**src/rtl/box_downsample_to_rgb8_unit_macros.svh**
```systemverilog
// Assertion helpers shared by the block. Both expect signals named clk and rst_n
// in the module where they are used.
`ifndef BOX_DOWNSAMPLE_TO_RGB8_UNIT_MACROS_SVH
`define BOX_DOWNSAMPLE_TO_RGB8_UNIT_MACROS_SVH

// Consequent must hold in the same cycle as the antecedent.
`define BDR_ASSERT_SAME(label, ante, cons, msg) \
  label: assert property (@(posedge clk) disable iff (!rst_n) (ante) |-> (cons)) \
    else $error(msg);

// Consequent must hold in the cycle after the antecedent.
`define BDR_ASSERT_NEXT(label, ante, cons, msg) \
  label: assert property (@(posedge clk) disable iff (!rst_n) (ante) |=> (cons)) \
    else $error(msg);

`endif

```
**src/rtl/bdr_ram.sv**
```systemverilog
module bdr_ram #(
  parameter int unsigned WIDTH = 8,
  parameter int unsigned DEPTH = 16
) (
  input  logic                     clk,
  input  logic                     we,
  input  logic [$clog2(DEPTH)-1:0] waddr,
  input  logic [WIDTH-1:0]         wdata,
  input  logic                     re,
  input  logic [$clog2(DEPTH)-1:0] raddr,
  output logic [WIDTH-1:0]         rdata
);

  logic [WIDTH-1:0] mem_r [DEPTH];
  logic [WIDTH-1:0] rdata_r;

  always_ff @(posedge clk) begin
    if (we) begin
      mem_r[waddr] <= wdata;
    end
    if (re) begin
      rdata_r <= mem_r[raddr];
    end
  end

  assign rdata = rdata_r;

endmodule

```
**config.mk**
```make
export PLATFORM = sky130hd
export DESIGN_NAME = bdr_ram
export DESIGN_NICKNAME = d
export VERILOG_FILES = /design/src/rtl/box_downsample_to_rgb8_unit_macros.svh /design/src/rtl/bdr_ram.sv
export SDC_FILE = /design/constraint.sdc
export NUM_CORES = 1
export LEC_CHECK = 0
export ABC_AREA = 1
export BUFFER_PORTS_ARGS = -buffer_cell sky130_fd_sc_hd__buf_2
export CORE_MARGIN = 4
export CORE_UTILIZATION = 45
export DETAILED_ROUTE_END_ITERATION = 6
export REMOVE_ABC_BUFFERS = 1
export SYNTH_ARGS = -nofsm -noshare
export SYNTH_HDL_FRONTEND = slang
export SYNTH_SLANG_ARGS = --single-unit
```
**constraint.sdc**
```tcl
create_clock -name clk -period 3.12 [get_ports clk]
set_input_delay 0.156 -clock clk [delete_from_list [all_inputs] [get_ports clk]]
set_output_delay 0.156 -clock clk [all_outputs]
set_load 0.03 [all_outputs]
```
==> impl_metrics.ini <==
[status]
status = finished clean

[timing]
slew_headroom_pct = 31.3
hold_viol_final = 0
fin_crit_ns = 1.30
setup_violations = 0
clock_skew_ns = 0.0118
rsz0062_at_grt = false
fmax_mhz = 770
tightest_slew_ns = 1.03
fin_tns_setup_ns = 0
whs_ns = 0.146
slew_viol_final = 0
period_share_pct = 41.7

[routing]
wl_microns = 13400
first_iter_violations = 320
drt-pass1-iter-count = 5
ant_nets = 0
detail_route.wl_per_cell_microns = 17.6
num_vias = 3810
routed_via_density = 5.03
drc_errors = 0

[layout]
final_cells = 758
fill_cells = 1134
drive_above_1_share_pct = 9.04
antenna_cells = 0
fin_area_sq_um = 6540
area_delta_synth_final_pct = 11.9
final_nets = 595

[worst_setup_path]
start_kind = primary input
rr_worst_depth = 6
arrival_ns = 1.46
critPathLaunch = raddr[2]
worstSetupPathType = in2reg
r2r_end = rdata[3]
rrSetupSlack_ns = 1.93
path_max_fanout = 17
endpoint = rdata[4]
cp.required_ns = 3.28
r2r_start = mem_r[12][3]
endpoint_kind = flop

[clocking]
cts_tree = yes
htree_num_levels = 4
post_cts_buffers = 0
clk_latency_ns = 0.41
numClockSinks = 136
root_buffer = clkbuf_16
post_cts_resized = 0
cts.clk_slew.worst_paths_ns = 0.05
numCtsBuffers = 17
cts-hold-fix-buffers = 0
cts_max_path_buffers = 2

[place]
post-dp-hpwl_microns = 8350
placed_cells = 729
place_congestion = 0.825
placed_cell_area_sq_um = 6070
port_buffers = 26

[min_path]
min_from = re
holdCritPathClass = in2reg

[logic_synthesis]
synth.distinct_cells = 11
ys_warn_count = 0
synthTopCellsByCount = nand2_1, edfxtp_1, inv_1, nand3_1, nor2_1
syn_inst = 551
ys_ff_latch = 136
synth-edff-count = 136
syn_area_per_cell_sq_um = 10.6
synth_top_area_share_pct = 69.8
yosys.area.top_type = edfxtp_1
ys_async_sr_fraction_pct = 0
synth_area_leaders = edfxtp_1, nand2_1, nand3_1
synth-seq-area-share_pct = 69.8
dominantRegCellSynth = edfxtp_1
synth.most_common_cell = nand2_1
netlist_area_sq_um = 5850

[floorplanning]
die_area_sq_um = 14900
core_area_sq_um = 12700
fp.dieW_microns = 122
top_level_ports = 27
initial_core_util_pct = 46.1
die_y_microns = 122
rows = 41

[power]
power_density_nw_per_um2 = 607
leakage_nw = 2.79
ir_worst_vdd_mv = 0.302
power_mw = 3.97

[grt]
grt_usage_pct = 19.2
grt_first_pass_wirelength_microns = 20800
first_global_vias = 3750
overflow = 0
antenna_found_initial = 0
grt_max_degree = 50

[job]
max-cap-violations = 0
## worst min path at each step
stage,to,slack [ns],depth (start not counted)
floorplan,mem_r[0][0],0.25,0
global placement,rdata[5],0.55,1
detailed placement,rdata[5],0.56,1
CTS,rdata[5],0.13,1
global route,rdata[5],0.12,1
finish,rdata[7],0.15,1
## worst max-delay path, cell delays in order
cell and delay (ns):
buf_2 0.23, inv_1 0.58, nand3_1 0.21, nand3_1 0.19, nand2_1 0.07
## cell type report
cell class | count | area, sq um | share of cell area [%]
Sequential cell | 136 | 4080 | 62.4
Multi-Input combinational cell | 289 | 1210 | 18.5
Clock buffer | 21 | 440 | 6.73
Inverter | 102 | 383 | 5.85
Tap cell | 172 | 215 | 3.29
Timing Repair Buffer | 30 | 173 | 2.64
Clock inverter | 8 | 35.0 | 0.535
## sequential cells by signal, summed over array words and instances (netlist names)
| name | count |
|---|---|
| rdata | 8 |
| mem_r | 128 |
## layout by cell type (no fill, tap or decap)
cell type and instances:
nand2_1 173, edfxtp_1 136, inv_1 100, nand3_1 97, buf_2 26, nor2_1 17, clkbuf_16 17, clkinv_2 4
clkbuf_1 4, clkinv_1 4, buf_4 3, inv_2 2, nand3b_1 2, buf_12 1
## where the power goes
part	switching, mW	internal (mW)	total, mW
clock	0.663	0.981	1.64
combinational	0.193	0.0660	0.259
sequential	0.0104	2.06	2.07
## through the flow
| stage | worst slack [ns] | util, % |
|---|---|---|
| 3_5_place_dp | 1.44 | 47.9 |
| 5_1_grt | 1.72 | 51.6 |
| 2_1_floorplan | 1.84 | - |
| 6_report | 1.82 | 51.6 |
| 3_3_place_gp | 1.45 | 47.9 |
| 4_1_cts | 1.85 | 51.6 |
## cells by family (layout without fill, tap and decap cells)
family,Yosys count,count (layout),share of synthesized area (%)
buffers and inverters,126,161,9.39
DFF,136,136,69.8
and+or+nand+nor,289,289,20.8
## per-layer routing
| layer | up-vias | wire length (microns) | track usage (%) | part of all wire (%) |
|---|---|---|---|---|
| met5 | - | 0 | 0 | 0 |
| met4 | 0 | 229 | 6.65 | 1.7 |
| met3 | 16 | 623 | 4.64 | 4.7 |
| met2 | 91 | 6470 | 31.3 | 48 |
| met1 | 1872 | 6030 | 25.3 | 45 |
| li1 | 1831 | - | - | - |
Note: power is estimated with default switching activity, not from simulation.
