[config.mk]
export PLATFORM = sky130hd
export DESIGN_NAME = bdr_scale
export DESIGN_NICKNAME = d
export VERILOG_FILES = /design/src/rtl/box_downsample_to_rgb8_unit_macros.svh /design/src/rtl/bdr_pkg.sv /design/src/rtl/bdr_scale.sv
export SDC_FILE = /design/constraint.sdc
export NUM_CORES = 2
export LEC_CHECK = 0
export ABC_AREA = 1
export BUFFER_PORTS_ARGS = -buffer_cell sky130_fd_sc_hd__buf_4
export CORE_MARGIN = 1
export CORE_UTILIZATION = 25
export CTS_BUF_LIST = sky130_fd_sc_hd__clkbuf_4 sky130_fd_sc_hd__clkbuf_8
export CTS_CLUSTER_SIZE = 14
export DETAILED_ROUTE_END_ITERATION = 7
export GPL_ROUTABILITY_DRIVEN = 1
export GPL_TIMING_DRIVEN = 1
export PLACE_DENSITY_LB_ADDON = 0.25
export SETUP_SLACK_MARGIN = 0.3
export SLEW_MARGIN = 40
export SYNTH_ARGS = -nofsm -noshare
export SYNTH_HDL_FRONTEND = slang
export SYNTH_SLANG_ARGS = --single-unit
[constraint.sdc]
create_clock -name clk -period 8.62 [get_ports clk]
set_input_delay 1.293 -clock clk [delete_from_list [all_inputs] [get_ports clk]]
set_output_delay 1.293 -clock clk [all_outputs]
set_load 0.1 [all_outputs]
[src/rtl/box_downsample_to_rgb8_unit_macros.svh]
// Assertion helpers shared by the block. Both expect signals named clk and rst_n
// in the module where they are used.
`ifndef BOX_DOWNSAMPLE_TO_RGB8_UNIT_MACROS_SVH
`define BOX_DOWNSAMPLE_TO_RGB8_UNIT_MACROS_SVH

// Consequent must hold in the same cycle as the antecedent.
`define BDR_ASSERT_SAME(label, ante, cons, msg) \
  label: assert property (@(posedge clk) disable iff (!rst_n) (ante) |-> (cons)) \
    else $error(msg);

// Consequent must hold in the cycle after the antecedent.
`define BDR_ASSERT_NEXT(label, ante, cons, msg) \
  label: assert property (@(posedge clk) disable iff (!rst_n) (ante) |=> (cons)) \
    else $error(msg);

`endif

[src/rtl/bdr_pkg.sv]
package bdr_pkg;

  localparam int unsigned NCH          = 3;
  localparam int unsigned PIX_W        = 16;
  localparam int unsigned SUM_W        = 22;
  localparam int unsigned GAIN_W       = 16;
  localparam int unsigned BYTE_W       = 8;
  localparam int unsigned CSQ_W        = 8;
  localparam int unsigned PROD_W       = SUM_W + GAIN_W;
  localparam int unsigned X_W          = PROD_W + 8;
  localparam int unsigned Y_W          = X_W + 1;
  localparam int unsigned HALF_SHIFT   = 19;
  localparam int unsigned DROP_SHIFT   = 20;
  localparam int unsigned YH_W         = Y_W - DROP_SHIFT;
  localparam int unsigned Q_W          = 8;
  localparam int unsigned CFG_W        = 16;
  localparam int unsigned CFG_IDX_W    = 2;
  localparam int unsigned WIDTH_REG_W  = 11;
  localparam int unsigned RADIUS_REG_W = 2;

  localparam logic [BYTE_W-1:0]       BYTE_MAX      = 8'd255;
  localparam logic [WIDTH_REG_W-1:0]  WIDTH_RST     = 11'd640;
  localparam logic [RADIUS_REG_W-1:0] RADIUS_RST    = 2'd1;
  localparam logic [GAIN_W-1:0]       GAIN_RST      = 16'd256;

  typedef enum logic [CFG_IDX_W-1:0] {
    REG_OUT_WIDTH    = 2'd0,
    REG_BLOCK_RADIUS = 2'd1,
    REG_GAIN         = 2'd2
  } cfg_reg_t;

  typedef struct packed {
    logic [PIX_W-1:0] red_in;
    logic [PIX_W-1:0] green_in;
    logic [PIX_W-1:0] blue_in;
    logic             frame_start;
  } bdr_in_t;

  typedef struct packed {
    logic [BYTE_W-1:0] red_out;
    logic [BYTE_W-1:0] green_out;
    logic [BYTE_W-1:0] blue_out;
    logic              row_end;
  } bdr_out_t;

  typedef struct packed {
    logic valid;
    logic row_end;
  } bdr_tag_t;

  typedef logic [NCH-1:0][SUM_W-1:0] bdr_sums_t;
  typedef logic [NCH-1:0][PIX_W-1:0] bdr_pix_t;

endpackage

[src/rtl/bdr_scale.sv]
module bdr_scale (
  input  logic                          clk,
  input  logic                          rst_n,
  input  logic                          en,
  input  bdr_pkg::bdr_tag_t             in_tag,
  input  bdr_pkg::bdr_sums_t            in_sums,
  input  logic [bdr_pkg::GAIN_W-1:0]    gain,
  input  logic [bdr_pkg::CSQ_W-1:0]     c_sq,
  output bdr_pkg::bdr_tag_t             out_tag,
  output bdr_pkg::bdr_out_t             out_data
);

  localparam int unsigned NCH   = bdr_pkg::NCH;
  localparam int unsigned STEPS = bdr_pkg::Q_W;

  // Stage 1: block sum times gain.
  bdr_pkg::bdr_tag_t              tag1_r;
  logic [bdr_pkg::PROD_W-1:0]     prod1_r [NCH];
  logic [bdr_pkg::PROD_W-1:0]     prod1_nxt [NCH];

  // Division pipeline: entry 0 holds the rounded, pre-shifted value, each later
  // entry has resolved one more quotient bit, most significant first.
  bdr_pkg::bdr_tag_t              tag_r [STEPS+1];
  logic [bdr_pkg::YH_W-1:0]       rem_r [STEPS+1][NCH];
  logic [bdr_pkg::YH_W-1:0]       rem_nxt [STEPS+1][NCH];
  logic [bdr_pkg::Q_W-1:0]        q_r [STEPS+1][NCH];
  logic [bdr_pkg::Q_W-1:0]        q_nxt [STEPS+1][NCH];
  logic                           sat_r [STEPS+1][NCH];
  logic                           sat_nxt [STEPS+1][NCH];
  logic [bdr_pkg::YH_W-1:0]       dvs [STEPS];

  logic [bdr_pkg::X_W-1:0]        x2 [NCH];
  logic [bdr_pkg::Y_W-1:0]        y2 [NCH];
  logic [bdr_pkg::YH_W-1:0]       sat_lim;

  bdr_pkg::bdr_tag_t              out_tag_r;
  bdr_pkg::bdr_out_t              out_r;
  bdr_pkg::bdr_out_t              out_nxt;

  always_comb begin
    for (int ch = 0; ch < NCH; ch++) begin
      prod1_nxt[ch] = bdr_pkg::PROD_W'(in_sums[ch]) * bdr_pkg::PROD_W'(gain);
    end
  end

  // Times 255 as a shift and subtract, then add half a divisor and drop the 20
  // fraction bits, which the divisor c*c*2^20 has as zeros anyway.
  always_comb begin
    sat_lim = {{(bdr_pkg::YH_W - bdr_pkg::CSQ_W - bdr_pkg::Q_W){1'b0}}, c_sq,
               {bdr_pkg::Q_W{1'b0}}};
    for (int ch = 0; ch < NCH; ch++) begin
      x2[ch] = {prod1_r[ch], 8'd0} - {8'd0, prod1_r[ch]};
      y2[ch] = {1'b0, x2[ch]} +
               {{(bdr_pkg::Y_W - bdr_pkg::CSQ_W - bdr_pkg::HALF_SHIFT){1'b0}}, c_sq,
                {bdr_pkg::HALF_SHIFT{1'b0}}};
      rem_nxt[0][ch] = y2[ch][bdr_pkg::Y_W-1:bdr_pkg::DROP_SHIFT];
      q_nxt[0][ch]   = '0;
      sat_nxt[0][ch] = (rem_nxt[0][ch] >= sat_lim);
    end
    for (int k = 0; k < STEPS; k++) begin
      for (int ch = 0; ch < NCH; ch++) begin
        sat_nxt[k+1][ch] = sat_r[k][ch];
        if (rem_r[k][ch] >= dvs[k]) begin
          rem_nxt[k+1][ch] = rem_r[k][ch] - dvs[k];
          q_nxt[k+1][ch]   = q_r[k][ch] | (bdr_pkg::Q_W'(1) << (STEPS - 1 - k));
        end else begin
          rem_nxt[k+1][ch] = rem_r[k][ch];
          q_nxt[k+1][ch]   = q_r[k][ch];
        end
      end
    end
  end

  always_comb begin
    for (int k = 0; k < STEPS; k++) begin
      dvs[k] = bdr_pkg::YH_W'(c_sq) << (STEPS - 1 - k);
    end
  end

  always_comb begin
    out_nxt.red_out   = sat_r[STEPS][0] ? bdr_pkg::BYTE_MAX : q_r[STEPS][0];
    out_nxt.green_out = sat_r[STEPS][1] ? bdr_pkg::BYTE_MAX : q_r[STEPS][1];
    out_nxt.blue_out  = sat_r[STEPS][2] ? bdr_pkg::BYTE_MAX : q_r[STEPS][2];
    out_nxt.row_end   = tag_r[STEPS].row_end;
  end

  always_ff @(posedge clk) begin
    if (!rst_n) begin
      tag1_r.valid    <= 1'b0;
      out_tag_r.valid <= 1'b0;
      for (int k = 0; k <= STEPS; k++) begin
        tag_r[k].valid <= 1'b0;
      end
    end else if (en) begin
      tag1_r    <= in_tag;
      tag_r[0]  <= tag1_r;
      for (int k = 0; k < STEPS; k++) begin
        tag_r[k+1] <= tag_r[k];
      end
      out_tag_r <= tag_r[STEPS];
    end
  end

  always_ff @(posedge clk) begin
    if (en) begin
      for (int ch = 0; ch < NCH; ch++) begin
        prod1_r[ch] <= prod1_nxt[ch];
      end
      for (int k = 0; k <= STEPS; k++) begin
        for (int ch = 0; ch < NCH; ch++) begin
          rem_r[k][ch] <= rem_nxt[k][ch];
          q_r[k][ch]   <= q_nxt[k][ch];
          sat_r[k][ch] <= sat_nxt[k][ch];
        end
      end
      out_r <= out_nxt;
    end
  end

  assign out_tag  = out_tag_r;
  assign out_data = out_r;

endmodule

==> results.yml <==
die:
  die_w_um: 616
  row_count: 225
  dieArea_um2: 379000
  die_y_um: 616
  core_um2: 376000
  start_util_pct: 25.1
  io_pins: 122
finish:
  drive_gt1_share_pct: 5.95
  multiInputGateArea_um2: 55200
  most-common-layout-cells: "2,843 x nand2_1, 2,570 x inv_1, 942 x edfxtp_1"
  regArea_um2: 28300
  stdcell_area_um2: 105000
  stdcell_count: 16700
  layout_commonest_cell: "nand2_1"
  n_fill_cell: 40900
  finalNetCount: 13200
  syn_to_final_growth_pct: 10.9
clock_tree:
  cts_root_buf: "clkbuf_8"
  clkTransAtPathRegs_ps: 50
  cts_sinks: 944
  htree_levels: 4
  cts_resized: 0
  clk_latency_ps: 920
  cts_hold_buf: 0
  cts_setup_buffers: 0
  cts_buffers: 174
  cts_buffer_depth: 3
  cts_tree: "yes"
hold_path:
  hp-class: "flip-flop to flip-flop"
drt:
  drt_iter0_markers: 3776
  vias: 71000
  post_drt_wl_per_cell_um: 15.0
  first_pass_iters: 6
  drc_errors: 0
  finalWirelength_mm: 251
  detail-route-antenna-nets: 0
  routed_via_density: 4.24
sta:
  rsz0062_at_grt: "no"
  setup_viol: 0
  fmaxAchievable_mhz: 151
  skew_ps: 55.4
  slew_headroom_pct: 42.9
  worstMarginPinSlew_ps: 857
  hold_violations: 0
  tns_ps: 0
  fin_crit_sh_pct: 77.0
  slew_viol_final: 0
  period_minus_slack_ps: 6630
  whs_ps: 378
placed_design:
  dpl_cell_area_um2: 101000
  io_buffer_count: 121
  dpl.hpwl_mm: 197
  dp_cells: 16400
  gp_congestion: 0.897
setup_path:
  required_ps: 9310
  crit_family: "adder cells"
  path_cells: "buf_4 -> buf_4 -> nand2_1 -> fa_1 -> inv_1 -> fa_1 -> fa_1 -> fa_1 -> fa_1 -> inv_1 -> fa_1 -> inv_1 -> ha_1 -> nand2_1 -> nor2_1 -> inv_1 -> nor3_1 -> nand3_1 -> nand3_1 -> nand3_1 -> o2111ai_1 -> xor2_1"
  cp_max_fo: 49
  crit_top_cell: "fa_1"
  critPathBufInv: 6
  cp-end-kind: "flip-flop"
  criticalPathCategory: "input port to flip-flop"
  critPathSlowestCell: "buf_4"
  cp.arrival_ps: 7320
  startpoint_type: "input port"
  max_stage_delay_ps: 610
synth:
  synth_area_um2: 94300
  yosys-top-cells-area: "edfxtp_1 30%, fa_1 18%, nand2_1 11%"
  ys_async_sr_fraction_pct: 0
  ys_ff_latch: 944
  synth_area_per_cell_um2: 8.17
  synth_warnings: 0
  synth_ff_type: "edfxtp_1"
  yosysUniqueCellTypes: 68
  synthCells: 11500
  synth_top_area_share_pct: 30.0
  synth-edff-count: 942
  syn_nets: 13100
  synth_top_area_cell: "edfxtp_1"
  synth.yosys.seq_area_share_pct: 30.1
grt:
  grt_max_degree: 114
  grt_pass1_wl_mm: 401
  overflow: 0
  grtUsageTotal_pct: 13.2
  grt_pass1_vias: 72900
  grt_antenna_before_repair: 4
run:
  maxCapViolCount: 0
outcome:
  status: "completed"
==> sequential cells by signal, summed over array words and instances, names as in the netlist <==
name / flops
rem_r: 648
prod1_r: 114
tag1_r: 2
out_tag: 2
q_r: 108
out_data: 25
sat_r: 27
tag_r: 18
==> worst register-to-register path, delay by kind of cell (launching register included) <==
family,cells,cell delay [ps]
buf+inv,4,290
simple gates,24,2750
fa+ha+maj,3,1080
compound gates,3,510
xor+xnor,2,540
flops,1,450
==> kinds of logic (layout without fill, tap and decap cells) <==
logic type / after synthesis / after routing / share of synthesized area, %
adder cells (fa/ha/maj): 1515 / 1515 / 26.9
other: 0 / 5 / 0
XOR/XNOR: 531 / 531 / 4.93
buffers and inverters: 2867 / 3074 / 11.4
flip-flops: 944 / 944 / 30.1
AO/OA/AOI/OAI: 903 / 903 / 5.28
multiplexers: 2 / 2 / 0.0239
AND/OR/NAND/NOR: 4773 / 4773 / 21.3
==> Yosys cell counts, drive strengths merged (4+ instances only) <==
| master | instances |
|---|---|
| a221oi | 7 |
| o221ai | 5 |
| a31oi | 21 |
| nor4 | 90 |
| a22oi | 7 |
| nand3b | 26 |
| nor2 | 1020 |
| a21boi | 9 |
| or3 | 4 |
| o21bai | 24 |
| o21a | 12 |
| clkbuf | 244 |
| o31ai | 5 |
| a211oi | 15 |
| nor3b | 5 |
| fa | 858 |
| nand4 | 152 |
| xnor2 | 198 |
| o211ai | 20 |
| inv | 2592 |
| a21o | 12 |
| xor2 | 333 |
| and3 | 4 |
| or2 | 49 |
| nand2 | 2903 |
| or4 | 4 |
| buf | 31 |
| o21ai | 306 |
| a21oi | 442 |
| nand3 | 367 |
| and2 | 7 |
| ha | 657 |
| edfxtp | 942 |
| nor3 | 138 |
| o2111ai | 6 |
==> metal layers <==
layer  part of all wire [%]  global-route usage (%)  vias to the layer above
met4                    2.7                    3.65                        2
li1                       -                       -                    36000
met2                     45                    21.7                     1315
met5                 0.0052                       0                        -
met1                     48                    18.2                    33400
met3                    4.3                    1.80                      343
==> through the flow <==
step,worst slack [ps],util (%)
after floorplan,1680,-
after global placement,928,26.8
after detailed placement,937,26.9
after CTS,1970,27.8
after global routing,1690,27.8
final,1990,27.8
==> cell type report <==
class | instances | area share [%]
clock inverter | 83 | 0.711
tap | 4994 | 5.98
inverter | 2592 | 9.31
sequential | 944 | 27.1
antenna | 5 | 0.0120
multi-input combinational | 7724 | 52.8
clock buffer | 224 | 2.69
timing repair buffer | 175 | 1.43
==> worst paths after layout <==
path | from | end | slack (ps) | depth (start not counted)
min | sat_r[5][0] | sat_r[6][0] | 380 | 0
min reg2reg | sat_r[5][0] | sat_r[6][0] | 380 | 0
max | gain[10] | prod1_r[0][35] | 1990 | 22
max reg2reg | prod1_r[0][77] | sat_r[0][0] | 2870 | 36
Power is left out: the tool's default activity adds up to more than one toggle a clock period on the data nets, which glitch-free logic cannot reach.
